**config.mk**
```make
export PLATFORM = sky130hd
export DESIGN_NAME = weight_triggered_sweep_sequencer
export DESIGN_NICKNAME = d
export VERILOG_FILES = /design/src/wtss_pkg.sv /design/src/weight_triggered_sweep_sequencer.sv /design/src/wtss_cfg_regs.sv /design/src/wtss_step.sv
export VERILOG_INCLUDE_DIRS = /design/src /design/src/src
export SDC_FILE = /design/constraint.sdc
export NUM_CORES = 1
export LEC_CHECK = 0
export BUFFER_PORTS_ARGS = -buffer_cell sky130_fd_sc_hd__buf_4
export CAP_MARGIN = 15
export CORE_MARGIN = 2
export CORE_UTILIZATION = 30
export DETAILED_ROUTE_END_ITERATION = 6
export HOLD_SLACK_MARGIN = 0.1
export PLACE_DENSITY = 0.49
export SLEW_MARGIN = 15
export SYNTH_ARGS = -nofsm -noshare
export SYNTH_HDL_FRONTEND = slang
export SYNTH_HIERARCHICAL = 1
export SYNTH_SLANG_ARGS = --single-unit
```
**constraint.sdc**
```tcl
create_clock -name i_clk -period 10.61 [get_ports i_clk]
set_input_delay 1.061 -clock i_clk [delete_from_list [all_inputs] [get_ports i_clk]]
set_output_delay 1.061 -clock i_clk [all_outputs]
set_load 0.005 [all_outputs]
```
**src/weight_triggered_sweep_sequencer_assert.svh**
```systemverilog
// ----------------------------------------------------------------------------
// Assertion macros for the weight-triggered sweep sequencer
// Concurrent checks clocked on i_clk and disabled while i_rst_n is low.
// ----------------------------------------------------------------------------
`ifndef WEIGHT_TRIGGERED_SWEEP_SEQUENCER_ASSERT_SVH
`define WEIGHT_TRIGGERED_SWEEP_SEQUENCER_ASSERT_SVH

// Consequent must hold in the same cycle as the antecedent
`define WTSS_ASSERT_SAME(label, ante, cons, msg) \
    label: assert property (@(posedge i_clk) disable iff (!i_rst_n) \
        (ante) |-> (cons)) else $error(msg);

// Consequent must hold in the cycle after the antecedent
`define WTSS_ASSERT_NEXT(label, ante, cons, msg) \
    label: assert property (@(posedge i_clk) disable iff (!i_rst_n) \
        (ante) |=> (cons)) else $error(msg);

`endif

```
**src/wtss_pkg.sv**
```systemverilog
// ----------------------------------------------------------------------------
// wtss_pkg
// Types and constants shared by the sweep sequencer modules.
// ----------------------------------------------------------------------------
package wtss_pkg;

    localparam int CFG_INDEX_W = 3;
    localparam int CFG_DATA_W  = 20;

    // Configuration register indexes
    typedef enum logic [CFG_INDEX_W-1:0] {
        CFG_PRESENCE_MARGIN = 3'd0,
        CFG_EMPTY_MARGIN    = 3'd1,
        CFG_SETTLE_MS       = 3'd2,
        CFG_CONVEYOR_MS     = 3'd3,
        CFG_SWEEP_STEPS     = 3'd4
    } t_cfg_index;

    // Register reset values
    localparam logic [11:0] PRESENCE_MARGIN_RST = 12'd300;
    localparam logic [11:0] EMPTY_MARGIN_RST    = 12'd50;
    localparam logic [15:0] SETTLE_MS_RST       = 16'd1000;
    localparam logic [19:0] CONVEYOR_MS_RST     = 20'd10000;
    localparam logic [15:0] SWEEP_STEPS_RST     = 16'd100;

    typedef enum logic [1:0] {
        MODE_IDLE    = 2'd0,
        MODE_PRESENT = 2'd1,
        MODE_SWEEP   = 2'd2,
        MODE_CONV    = 2'd3
    } t_mode;

    typedef struct packed {
        logic [11:0] presence_margin;
        logic [11:0] empty_margin;
        logic [15:0] settle_ms;
        logic [19:0] conveyor_ms;
        logic [15:0] sweep_steps;
    } t_cfg;

    // Poll fields other than the force reading
    typedef struct packed {
        logic [31:0] now_ms;
        logic        at_start;
        logic        at_end;
        logic        stepper_busy;
        logic        beam_clear;
    } t_poll;

    // Sequencer state carried from one poll to the next
    typedef struct packed {
        t_mode       mode;
        logic        entry_pending;
        logic        zero_valid;
        logic        idle_last_seen;
        logic [31:0] idle_change_time;
        logic        present_last_seen;
        logic [31:0] present_change_time;
        logic        sweeping_out;
        logic [31:0] conveyor_start_time;
        logic        dir_reg;
    } t_state;

    localparam t_state STATE_RST = '{
        mode:                MODE_IDLE,
        entry_pending:       1'b1,
        zero_valid:          1'b0,
        idle_last_seen:      1'b0,
        idle_change_time:    32'd0,
        present_last_seen:   1'b0,
        present_change_time: 32'd0,
        sweeping_out:        1'b0,
        conveyor_start_time: 32'd0,
        dir_reg:             1'b0
    };

    typedef struct packed {
        t_mode       mode;
        logic        stepper_dir;
        logic [15:0] steps_requested;
        logic        conveyor_on;
    } t_result;

endpackage

```
**src/weight_triggered_sweep_sequencer.sv**
```systemverilog
// ----------------------------------------------------------------------------
// weight_triggered_sweep_sequencer
// Nest-weight sequencer: presence detection, sweep and conveyor timing.
// ----------------------------------------------------------------------------
// One poll request is taken every clock cycle while the input side is not
// stalled; the request is held in the input register, then the step logic
// computes next state and result into the output register in a single pass.
// Throughput is one poll per cycle, set by that single-pass step stage;
// the input side stalls only while the output register holds an
// untaken result and the input register is full. Configuration writes are
// taken in any cycle and should only be issued while no poll is in flight.
module weight_triggered_sweep_sequencer
    import wtss_pkg::*;
#(
    parameter int SAMPLE_BITS = 12
)
(
    input  logic                   i_clk,
    input  logic                   i_rst_n,
    // Configuration write channel
    input  logic                   i_cfg_valid,
    output logic                   o_cfg_ready,
    input  logic [CFG_INDEX_W-1:0] i_cfg_index,
    input  logic [CFG_DATA_W-1:0]  i_cfg_data,
    // Poll input channel
    input  logic                   i_in_valid,
    output logic                   o_in_ready,
    input  logic [SAMPLE_BITS-1:0] i_fsr_raw,
    input  logic [31:0]            i_now_ms,
    input  logic                   i_at_start,
    input  logic                   i_at_end,
    input  logic                   i_stepper_busy,
    input  logic                   i_beam_clear,
    // Result output channel
    output logic                   o_out_valid,
    input  logic                   i_out_ready,
    output logic [1:0]             o_mode,
    output logic                   o_stepper_dir,
    output logic [15:0]            o_steps_requested,
    output logic                   o_conveyor_on
);

`include "weight_triggered_sweep_sequencer_assert.svh"

    t_cfg                   cfg;
    logic                   r_in_valid;
    logic [SAMPLE_BITS-1:0] r_in_fsr;
    t_poll                  r_in_poll;
    logic                   r_out_valid;
    t_result                r_res;
    t_state                 r_state;
    logic [SAMPLE_BITS-1:0] r_zero_level;
    t_state                 n_state;
    logic [SAMPLE_BITS-1:0] n_zero_level;
    t_result                n_res;
    logic                   adv;

    wtss_cfg_regs u_cfg (
        .i_clk       (i_clk),
        .i_rst_n     (i_rst_n),
        .i_cfg_valid (i_cfg_valid),
        .i_cfg_index (i_cfg_index),
        .i_cfg_data  (i_cfg_data),
        .o_cfg_ready (o_cfg_ready),
        .o_cfg       (cfg)
    );

    wtss_step #(
        .SAMPLE_BITS (SAMPLE_BITS)
    ) u_step (
        .i_fsr_raw    (r_in_fsr),
        .i_poll       (r_in_poll),
        .i_zero_level (r_zero_level),
        .i_state      (r_state),
        .i_cfg        (cfg),
        .o_zero_level (n_zero_level),
        .o_state      (n_state),
        .o_result     (n_res)
    );

    // Move a request on when the output register is free or being emptied
    assign adv        = r_in_valid && (!r_out_valid || i_out_ready);
    assign o_in_ready = !r_in_valid || adv;

    // Capture the incoming request
    always_ff @(posedge i_clk) begin
        if (!i_rst_n) begin
            r_in_valid <= 1'b0;
        end else if (o_in_ready) begin
            r_in_valid <= i_in_valid;
        end
        if (i_in_valid && o_in_ready) begin
            r_in_fsr                <= i_fsr_raw;
            r_in_poll.now_ms        <= i_now_ms;
            r_in_poll.at_start      <= i_at_start;
            r_in_poll.at_end        <= i_at_end;
            r_in_poll.stepper_busy  <= i_stepper_busy;
            r_in_poll.beam_clear    <= i_beam_clear;
        end
    end

    // Commit state and result together
    always_ff @(posedge i_clk) begin
        if (!i_rst_n) begin
            r_state      <= STATE_RST;
            r_zero_level <= '0;
            r_out_valid  <= 1'b0;
        end else begin
            if (adv) begin
                r_state      <= n_state;
                r_zero_level <= n_zero_level;
                r_out_valid  <= 1'b1;
            end else if (i_out_ready) begin
                r_out_valid  <= 1'b0;
            end
        end
        if (adv) begin
            r_res <= n_res;
        end
    end

    assign o_out_valid       = r_out_valid;
    assign o_mode            = r_res.mode;
    assign o_stepper_dir     = r_res.stepper_dir;
    assign o_steps_requested = r_res.steps_requested;
    assign o_conveyor_on     = r_res.conveyor_on;

    `WTSS_ASSERT_NEXT(a_mode_tracks_result, adv, r_state.mode == r_res.mode, "state and result mode differ")
    `WTSS_ASSERT_SAME(a_conv_only_in_conv, r_out_valid && r_res.conveyor_on, r_res.mode == MODE_CONV, "conveyor on outside conveyor mode")
    `WTSS_ASSERT_NEXT(a_zero_sticks, r_state.zero_valid, r_state.zero_valid, "zero weight lost")
    `WTSS_ASSERT_NEXT(a_idle_exit, adv && r_state.mode == MODE_IDLE, r_state.mode == MODE_IDLE || r_state.mode == MODE_PRESENT, "illegal exit from idle")
    `WTSS_ASSERT_NEXT(a_in_hold, r_in_valid && !adv, r_in_valid, "pending request dropped")

endmodule

```
**src/wtss_cfg_regs.sv**
```systemverilog
// ----------------------------------------------------------------------------
// wtss_cfg_regs
// Configuration register file, written one register per request.
// ----------------------------------------------------------------------------
module wtss_cfg_regs
    import wtss_pkg::*;
(
    input  logic                   i_clk,
    input  logic                   i_rst_n,
    input  logic                   i_cfg_valid,
    input  logic [CFG_INDEX_W-1:0] i_cfg_index,
    input  logic [CFG_DATA_W-1:0]  i_cfg_data,
    output logic                   o_cfg_ready,
    output t_cfg                   o_cfg
);

    t_cfg r_cfg;
    t_cfg n_cfg;

    // Always able to take a write
    assign o_cfg_ready = 1'b1;
    assign o_cfg       = r_cfg;

    // Decode the index; drop writes beyond the register list
    always_comb begin
        n_cfg = r_cfg;
        if (i_cfg_valid) begin
            case (t_cfg_index'(i_cfg_index))
                CFG_PRESENCE_MARGIN: n_cfg.presence_margin = i_cfg_data[11:0];
                CFG_EMPTY_MARGIN:    n_cfg.empty_margin    = i_cfg_data[11:0];
                CFG_SETTLE_MS:       n_cfg.settle_ms       = i_cfg_data[15:0];
                CFG_CONVEYOR_MS:     n_cfg.conveyor_ms     = i_cfg_data[19:0];
                CFG_SWEEP_STEPS:     n_cfg.sweep_steps     = i_cfg_data[15:0];
                default:             n_cfg = r_cfg;
            endcase
        end
    end

    always_ff @(posedge i_clk) begin
        if (!i_rst_n) begin
            r_cfg.presence_margin <= PRESENCE_MARGIN_RST;
            r_cfg.empty_margin    <= EMPTY_MARGIN_RST;
            r_cfg.settle_ms       <= SETTLE_MS_RST;
            r_cfg.conveyor_ms     <= CONVEYOR_MS_RST;
            r_cfg.sweep_steps     <= SWEEP_STEPS_RST;
        end else begin
            r_cfg <= n_cfg;
        end
    end

endmodule

```
**src/wtss_step.sv**
```systemverilog
// ----------------------------------------------------------------------------
// wtss_step
// Next-state and result logic for one poll of the sweep sequencer.
// ----------------------------------------------------------------------------
module wtss_step
    import wtss_pkg::*;
#(
    parameter int SAMPLE_BITS = 12
)
(
    input  logic [SAMPLE_BITS-1:0] i_fsr_raw,
    input  t_poll                  i_poll,
    input  logic [SAMPLE_BITS-1:0] i_zero_level,
    input  t_state                 i_state,
    input  t_cfg                   i_cfg,
    output logic [SAMPLE_BITS-1:0] o_zero_level,
    output t_state                 o_state,
    output t_result                o_result
);

    // Margin sums are one bit wider than the wider operand, so they never wrap
    localparam int SUM_W = ((SAMPLE_BITS > 12) ? SAMPLE_BITS : 12) + 1;

    logic [SAMPLE_BITS-1:0] zero;
    logic [SUM_W-1:0]       fsr_ext;
    logic [SUM_W-1:0]       presence_lim;
    logic [SUM_W-1:0]       empty_lim;
    logic                   seen;
    logic [31:0]            idle_elapsed;
    logic [31:0]            present_elapsed;
    logic [31:0]            conv_start;
    logic [31:0]            conv_elapsed;
    logic                   out_dir;
    logic [15:0]            steps;
    logic                   conv;

    // Latch the first reading as the zero weight
    assign zero         = i_state.zero_valid ? i_zero_level : i_fsr_raw;
    assign o_zero_level = zero;

    assign fsr_ext      = SUM_W'(i_fsr_raw);
    assign presence_lim = SUM_W'(zero) + SUM_W'(i_cfg.presence_margin);
    assign empty_lim    = SUM_W'(zero) + SUM_W'(i_cfg.empty_margin);
    assign seen         = fsr_ext > presence_lim;

    assign idle_elapsed    = i_poll.now_ms - i_state.idle_change_time;
    assign present_elapsed = i_poll.now_ms - i_state.present_change_time;
    assign conv_start      = i_state.entry_pending ? i_poll.now_ms
                                                   : i_state.conveyor_start_time;
    assign conv_elapsed    = i_poll.now_ms - conv_start;
    assign out_dir         = i_state.entry_pending | i_state.sweeping_out;

    // Advance the mode sequence by one poll
    always_comb begin
        o_state            = i_state;
        o_state.zero_valid = 1'b1;
        steps              = 16'd0;
        conv               = 1'b0;
        case (i_state.mode)
            MODE_IDLE: begin
                if (i_state.entry_pending) begin
                    o_state.entry_pending    = 1'b0;
                    o_state.idle_change_time = i_poll.now_ms;
                    o_state.idle_last_seen   = 1'b0;
                end else if (i_state.idle_last_seen != seen) begin
                    o_state.idle_change_time = i_poll.now_ms;
                    o_state.idle_last_seen   = seen;
                end else if (idle_elapsed >= 32'(i_cfg.settle_ms) && seen) begin
                    o_state.mode          = MODE_PRESENT;
                    o_state.entry_pending = 1'b1;
                end
            end
            MODE_PRESENT: begin
                if (i_state.entry_pending) begin
                    o_state.entry_pending       = 1'b0;
                    o_state.present_change_time = i_poll.now_ms;
                    o_state.present_last_seen   = 1'b0;
                end else if (present_elapsed >= 32'(i_cfg.settle_ms)
                             && !i_state.present_last_seen) begin
                    o_state.mode          = (fsr_ext < empty_lim) ? MODE_IDLE : MODE_SWEEP;
                    o_state.entry_pending = 1'b1;
                end
            end
            MODE_SWEEP: begin
                o_state.entry_pending = 1'b0;
                o_state.dir_reg       = ~out_dir;
                if (!i_poll.stepper_busy && i_poll.beam_clear) begin
                    steps = i_cfg.sweep_steps;
                end
                if (out_dir) begin
                    o_state.sweeping_out = ~i_poll.at_end;
                end else begin
                    o_state.sweeping_out = 1'b0;
                    if (i_poll.at_start) begin
                        o_state.mode          = MODE_CONV;
                        o_state.entry_pending = 1'b1;
                    end
                end
            end
            MODE_CONV: begin
                o_state.conveyor_start_time = conv_start;
                if (conv_elapsed < 32'(i_cfg.conveyor_ms)) begin
                    o_state.entry_pending = 1'b0;
                    conv                  = 1'b1;
                end else begin
                    o_state.entry_pending = 1'b1;
                    o_state.mode          = MODE_IDLE;
                end
            end
            default: o_state = i_state;
        endcase
    end

    // Form the result from the updated state
    assign o_result.mode            = o_state.mode;
    assign o_result.stepper_dir     = o_state.dir_reg;
    assign o_result.steps_requested = steps;
    assign o_result.conveyor_on     = conv;

endmodule
```
==> flow_metrics.env, run 1 <==
export IMPL_synth_top_area_share=0.196
export IMPL_cp_required_ns=10.99
export IMPL_stdcell_area_um2=22300
export IMPL_coreArea_um2=65500
export IMPL_worstSetupPathType="register to register"
export IMPL_ys_seq_area_frac=0.300
export IMPL_relSlewSlack=0.296
export IMPL_post_cts_buffers=0
export IMPL_drive_above_1_share=0.116
export IMPL_status="completed"
export IMPL_io_pins=99
export IMPL_yosysMostFrequentCell="nand2_1"
export IMPL_arrival_ns=7.11
export IMPL_seqPwrFrac=0.359
export IMPL_syn_area_um2=19800
export IMPL_clkSlewWorstSetupHoldPaths_ns=0.05
export IMPL_worstMarginPinSlew_ns=1.06
export IMPL_reg2reg_to="r_state[76]$_SDFFE_PN0P_"
export IMPL_synth_edff_count=68
export IMPL_skew_ns=0.0304
export IMPL_final_net_count=2583
export IMPL_yosys_warnings=6
export IMPL_power_mw=3.06
export IMPL_hold_path_end="r_zero_level[5]$_SDFFE_PN0P_"
export IMPL_powerDensity_nw_per_um2=137
export IMPL_cts_buffers_inserted=35
export IMPL_globalRoute_totalOverflow=0
export IMPL_antenna_found_initial=0
export IMPL_first_iter_violations=814
export IMPL_start_kind="register"
export IMPL_pwr_share_clk=0.406
export IMPL_ir_worst_vdd_v=0.0000885
export IMPL_die_area_um2=68000
export IMPL_p_int_mw=2.13
export IMPL_fin_crit_ns=6.73
export IMPL_p_sw_mw=0.933
export IMPL_vias_per_cell=5.00
export IMPL_grt_busiest_layer="met2"
export IMPL_worstPathMaxFanout=33
export IMPL_totalWireLength_um=55100
export IMPL_rsz0062_at_grt="no"
export IMPL_hold_class="register to register"
export IMPL_hpwl_um=41800
export IMPL_synth_common_cells="384 x nand2_1, 229 x mux2i_1, 194 x dfxtp_1, 194 x ha_1, 161 x a21oi_1"
export IMPL_rows=94
export IMPL_crit_path_start="r_state[100]$_SDFFE_PN0P_"
export IMPL_start_util=0.302
export IMPL_vias=16000
export IMPL_ff2ff_path_depth=23
export IMPL_clk_latency_ns=0.56
export IMPL_clock_path_buffers=3
export IMPL_grt_use_met2=0.283
export IMPL_drv_slew=0
export IMPL_root_buffer="clkbuf_16"
export IMPL_grtUsageTotal=0.161
export IMPL_post_cts_resized=0
export IMPL_ys_flop_type="dfxtp_1"
export IMPL_synth_nets=2546
export IMPL_ys_types=97
export IMPL_yosysTopAreaCell="dfxtp_1"
export IMPL_fin_util=0.341
export IMPL_drc=0
export IMPL_synth_cells=2271
export IMPL_p_leak_nw=9.02
export IMPL_clock_fmax_mhz=149
export IMPL_die_h_um=261
export IMPL_dpl_cell_area_um2=21100
export IMPL_met3_usage=0.0195
export IMPL_maxCapViolations=0
export IMPL_hold_violations=0
export IMPL_grt_pass1_wl_um=86800
export IMPL_cts_tree="built"
export IMPL_ant_nets=0
export IMPL_ys_ff_latch=262
export IMPL_ctsHoldBuffers=0
export IMPL_async_reset_ff_frac=0
export IMPL_setup_tns_ns=0
export IMPL_p_sw_frac=0.305
export IMPL_rr_startpoint="r_state[100]$_SDFFE_PN0P_"
export IMPL_htreeDepth=2
export IMPL_grt_pass1_vias=15800
export IMPL_io_buffers=97
export IMPL_cts_sinks=262
export IMPL_syn_area_per_cell_um2=8.71
export IMPL_grt_max_degree=134
export IMPL_wl_per_cell_um=17.2
export IMPL_yosys_top_cells_area="dfxtp_1 20%, ha_1 12%, mux2i_1 12%"
export IMPL_endpoint_kind="register"
export IMPL_dr_pass1_iters=5
export IMPL_fin_crit_sh=0.634
export IMPL_area_growth_pct=12.9
export IMPL_die_w_um=261
export IMPL_setup_violations=0
export IMPL_whs_path_depth=2
export IMPL_min_from="r_zero_level[5]$_SDFFE_PN0P_"
export IMPL_nFillCells=6699
export IMPL_comb_power_share=0.235
export IMPL_gp_congestion=0.872
export IMPL_use_met1=0.205
export IMPL_rrSetupSlack_ns=3.88
## power by group through the flow
stage | logic [mW] | clock network (mW) | registers (mW)
after floorplan | 0.546 | 0 | 1.10
after global placement | 0.706 | 0 | 1.12
after detailed placement | 0.715 | 0 | 1.12
after CTS | 0.720 | 1.29 | 1.10
after global routing | 0.806 | 1.33 | 1.10
final | 0.719 | 1.24 | 1.10
## sequential cells by signal (all words and copies together) (netlist names), 2 cells and up
name	count
o_mode	2
o_steps_requested	16
r_in_fsr	12
r_in_poll	36
r_state	104
r_zero_level	12
u_cfg/o_cfg	76
## metrics by stage
stage | hold WS, ns | std cells | setup slack [ns]
3_5_place_dp | 0.447 | 3135 | 3.92
5_1_grt | 0.473 | 3198 | 3.36
4_1_cts | 0.459 | 3198 | 3.87
6_report | 0.455 | 3199 | 3.88
3_3_place_gp | 0.442 | 3134 | 4.11
2_1_floorplan | 0.431 | 2271 | 5.45
## worst max-delay path by stage
stage,cells after the start,slack [ns],end
6_report,23,3.88,r_state[76]$_SDFFE_PN0P_
5_1_grt,23,3.36,r_state[76]$_SDFFE_PN0P_
4_1_cts,23,3.87,r_state[76]$_SDFFE_PN0P_
3_5_place_dp,23,3.92,r_state[82]$_SDFFE_PN0P_
3_3_place_gp,23,4.11,r_state[72]$_SDFFE_PN0P_
2_1_floorplan,24,5.45,r_state[90]$_SDFFE_PN0P_
## layout make-up
| class | count | area, um2 | share of cell area |
|---|---|---|---|
| multi-input combinational | 1766 | 12800 | 0.573 |
| sequential | 262 | 5930 | 0.266 |
| tap | 864 | 1080 | 0.0484 |
| clock buffer | 46 | 948 | 0.0425 |
| timing repair buffer | 108 | 822 | 0.0368 |
| inverter | 135 | 507 | 0.0227 |
| clock inverter | 17 | 250 | 0.0112 |
| antenna | 1 | 2.50 | 0.000112 |
## metal layers
layer | wire length [um] | part of all wire
met5 | 0 | 0
met4 | 1290 | 0.023
met3 | 1590 | 0.029
met2 | 26900 | 0.49
met1 | 25400 | 0.46
## critical path, cell delays in order (launching register included)
cell and delay, ns:
dfxtp_1 0.70, o21ai_0 0.28, ha_1 0.28, fa_1 0.41, a21o_1 0.17, a21oi_1 0.22
o21bai_1 0.09, a21oi_1 0.23, o21bai_1 0.09, a21oi_1 0.28, o21bai_1 0.10, a21oi_1 0.18
xor2_1 0.18, ha_1 0.26, and4_1 0.22, nand2_1 0.06, o31ai_1 0.07, a221oi_1 0.72
ha_1 0.37, nand2b_1 0.11, nand3_2 0.72, mux2_2 0.57, nand2_1 0.06, mux2i_1 0.09
## cell families after synthesis
family | Yosys count | synth area share
simple gates | 719 | 0.168
compound gates | 462 | 0.152
buf+inv | 243 | 0.0557
xor+xnor | 76 | 0.0356
mux | 308 | 0.161
fa+ha+maj | 199 | 0.128
other cells | 2 | 0.000380
flops | 262 | 0.300
## layout by cell type (no fill, tap or decap), types with 30 or more instances in the layout
master / Yosys / final
a21oi_1: 161 / 161
xor2_1: 30 / 30
mux2_2: 78 / 78
nand2_1: 384 / 384
nand3_1: 38 / 36
buf_4: 14 / 106
ha_1: 194 / 194
nor2b_1: 48 / 48
dfxtp_1: 194 / 193
o21ai_0: 67 / 67
inv_1: 134 / 134
xnor2_1: 44 / 44
mux2i_1: 229 / 229
edfxtp_1: 68 / 68
clkbuf_16: 0 / 36
a21o_1: 55 / 55
nor2_1: 91 / 90
Power figures use the tool's default switching activity.
==> inputs of run 2 (changes only) <==
==> constraint.sdc (replaced) <==
create_clock -name i_clk -period 6.25 [get_ports i_clk]
set_input_delay 0.625 -clock i_clk [delete_from_list [all_inputs] [get_ports i_clk]]
set_output_delay 0.625 -clock i_clk [all_outputs]
set_load 0.005 [all_outputs]
==> flow_metrics.env, run 2 (same netlist as run 1, synthesis figures left out) <==
export IMPL_hold_class="primary input to register"
export IMPL_wl_per_cell_um=17.7
export IMPL_cts_buffers_inserted=36
export IMPL_ant_nets=0
export IMPL_instances_no_fill=3204
export IMPL_hold_violations=0
export IMPL_grt_pass1_wl_um=88500
export IMPL_arrival_ns=6.08
export IMPL_worstPathMaxFanout=14
export IMPL_worstSetupPathType="register to register"
export IMPL_drc=0
export IMPL_dpl_cell_area_um2=21200
export IMPL_first_iter_violations=718
export IMPL_grt_max_degree=156
export IMPL_area_growth_pct=13.3
export IMPL_cts_tree="built"
export IMPL_grtUsageTotal=0.165
export IMPL_die_area_um2=68000
export IMPL_clkSlewWorstSetupHoldPaths_ns=0.06
export IMPL_cts_sinks=262
export IMPL_diodes=0
export IMPL_powerDensity_nw_per_um2=234
export IMPL_crit_family="compound AO/OA/AOI/OAI gates"
export IMPL_dr_pass1_iters=5
export IMPL_place_inst=3137
export IMPL_layout_common_cells="384 x nand2_1, 229 x mux2i_1, 194 x ha_1"
export IMPL_fin_crit_ns=5.64
export IMPL_antenna_found_initial=0
export IMPL_largest_register_ffs=104
export IMPL_skew_ns=0.0408
export IMPL_io_buffers=97
export IMPL_ir_worst_vdd_v=0.000153
export IMPL_final_net_count=2587
export IMPL_crit_slowest_cell="dfxtp_2"
export IMPL_setup_violations=0
export IMPL_use_met1=0.206
export IMPL_start_util=0.302
export IMPL_fin_crit_sh=0.903
export IMPL_root_buffer="clkbuf_16"
export IMPL_stdcell_area_um2=22400
export IMPL_start_kind="register"
export IMPL_hpwl_um=42600
export IMPL_grt_use_met2=0.291
export IMPL_totalWireLength_um=56800
export IMPL_grt_pass1_vias=15800
export IMPL_clk_latency_ns=0.57
export IMPL_cp_required_ns=6.69
export IMPL_finalWorstSetupSlack_ns=0.606
export IMPL_setup_tns_ns=0
export IMPL_rows=94
export IMPL_met3_usage=0.0236
export IMPL_top_register="r_state"
export IMPL_endpoint_kind="register"
export IMPL_rsz0062_at_grt="no"
export IMPL_relSlewSlack=0.336
export IMPL_power_mw=5.23
export IMPL_io_pins=99
export IMPL_worstMarginPinSlew_ns=0.997
export IMPL_vias_per_cell=5.01
export IMPL_drv_slew=0
export IMPL_vias=16100
export IMPL_grt_busiest_layer="met2"
export IMPL_clock_path_buffers=3
export IMPL_gp_congestion=0.898
export IMPL_p_leak_nw=9.07
export IMPL_maxCapViolations=0
export IMPL_layout_commonest_cell="nand2_1"
export IMPL_crit_top_cell="a21oi_1"
export IMPL_htreeDepth=2
export IMPL_cp_slowest_stage_delay_ns=0.57
export IMPL_die_h_um=261
export IMPL_place_ws_ns=0.311
export IMPL_status="completed"
export IMPL_coreArea_um2=65500
export IMPL_crit_buf_inv=2
export IMPL_ctsHoldBuffers=0
export IMPL_die_w_um=261
export IMPL_drive_above_1_share=0.121
export IMPL_globalRoute_totalOverflow=0
export IMPL_clock_fmax_mhz=177
run 2: final timing paths:
check	from	endpoint	slack [ns]	cells after the start
worst max-delay path	r_state[100]$_SDFFE_PN0P_	r_state[101]$_SDFFE_PN1P_	0.61	26
worst min-delay path	i_fsr_raw[5]	r_in_fsr[5]$_DFFE_PP_	0.22	1
worst max register to register	r_state[100]$_SDFFE_PN0P_	r_state[101]$_SDFFE_PN1P_	0.61	26
worst min register to register	r_zero_level[9]$_SDFFE_PN0P_	r_zero_level[9]$_SDFFE_PN0P_	0.45	2
run 2: per-stage QoR:
stage                     hold slack, ns  utilization
after global placement             0.440        0.323
after global routing               0.200        0.342
after floorplan                    0.431            -
after CTS                          0.193        0.342
after detailed placement           0.447        0.323
final                              0.224        0.342
run 2: timing repair:
| action | CTS | global route |
|---|---|---|
| gates resized for setup | 0 | 1 |
| endpoints found under the setup margin | 0 | 29 |
| hold endpoints to repair | 0 | 0 |
| buffers inserted | 0 | 0 |
run 2: final cells by class:
| type | instances | area, um2 |
|---|---|---|
| fillers | 6739 | 43100 |
| multi-input cells | 1766 | 12800 |
| flip-flops and latches | 262 | 5930 |
| well taps | 864 | 1080 |
| clock buffers | 46 | 978 |
| repair buffers | 111 | 882 |
| inverters | 135 | 507 |
| clock inverters | 20 | 243 |
run 2: report_power, final:
| group | total, mW | internal [mW] | switching (mW) |
|---|---|---|---|
| Clock | 2.13 | 1.25 | 0.875 |
| Combinational | 1.24 | 0.531 | 0.710 |
| Sequential | 1.86 | 1.80 | 0.0645 |
run 2: per-layer routing:
metal | part of all wire | vias up
met3 | 0.035 | 75
met5 | 0 | -
met1 | 0.45 | 7576
met4 | 0.028 | 0
li1 | - | 8165
met2 | 0.49 | 237
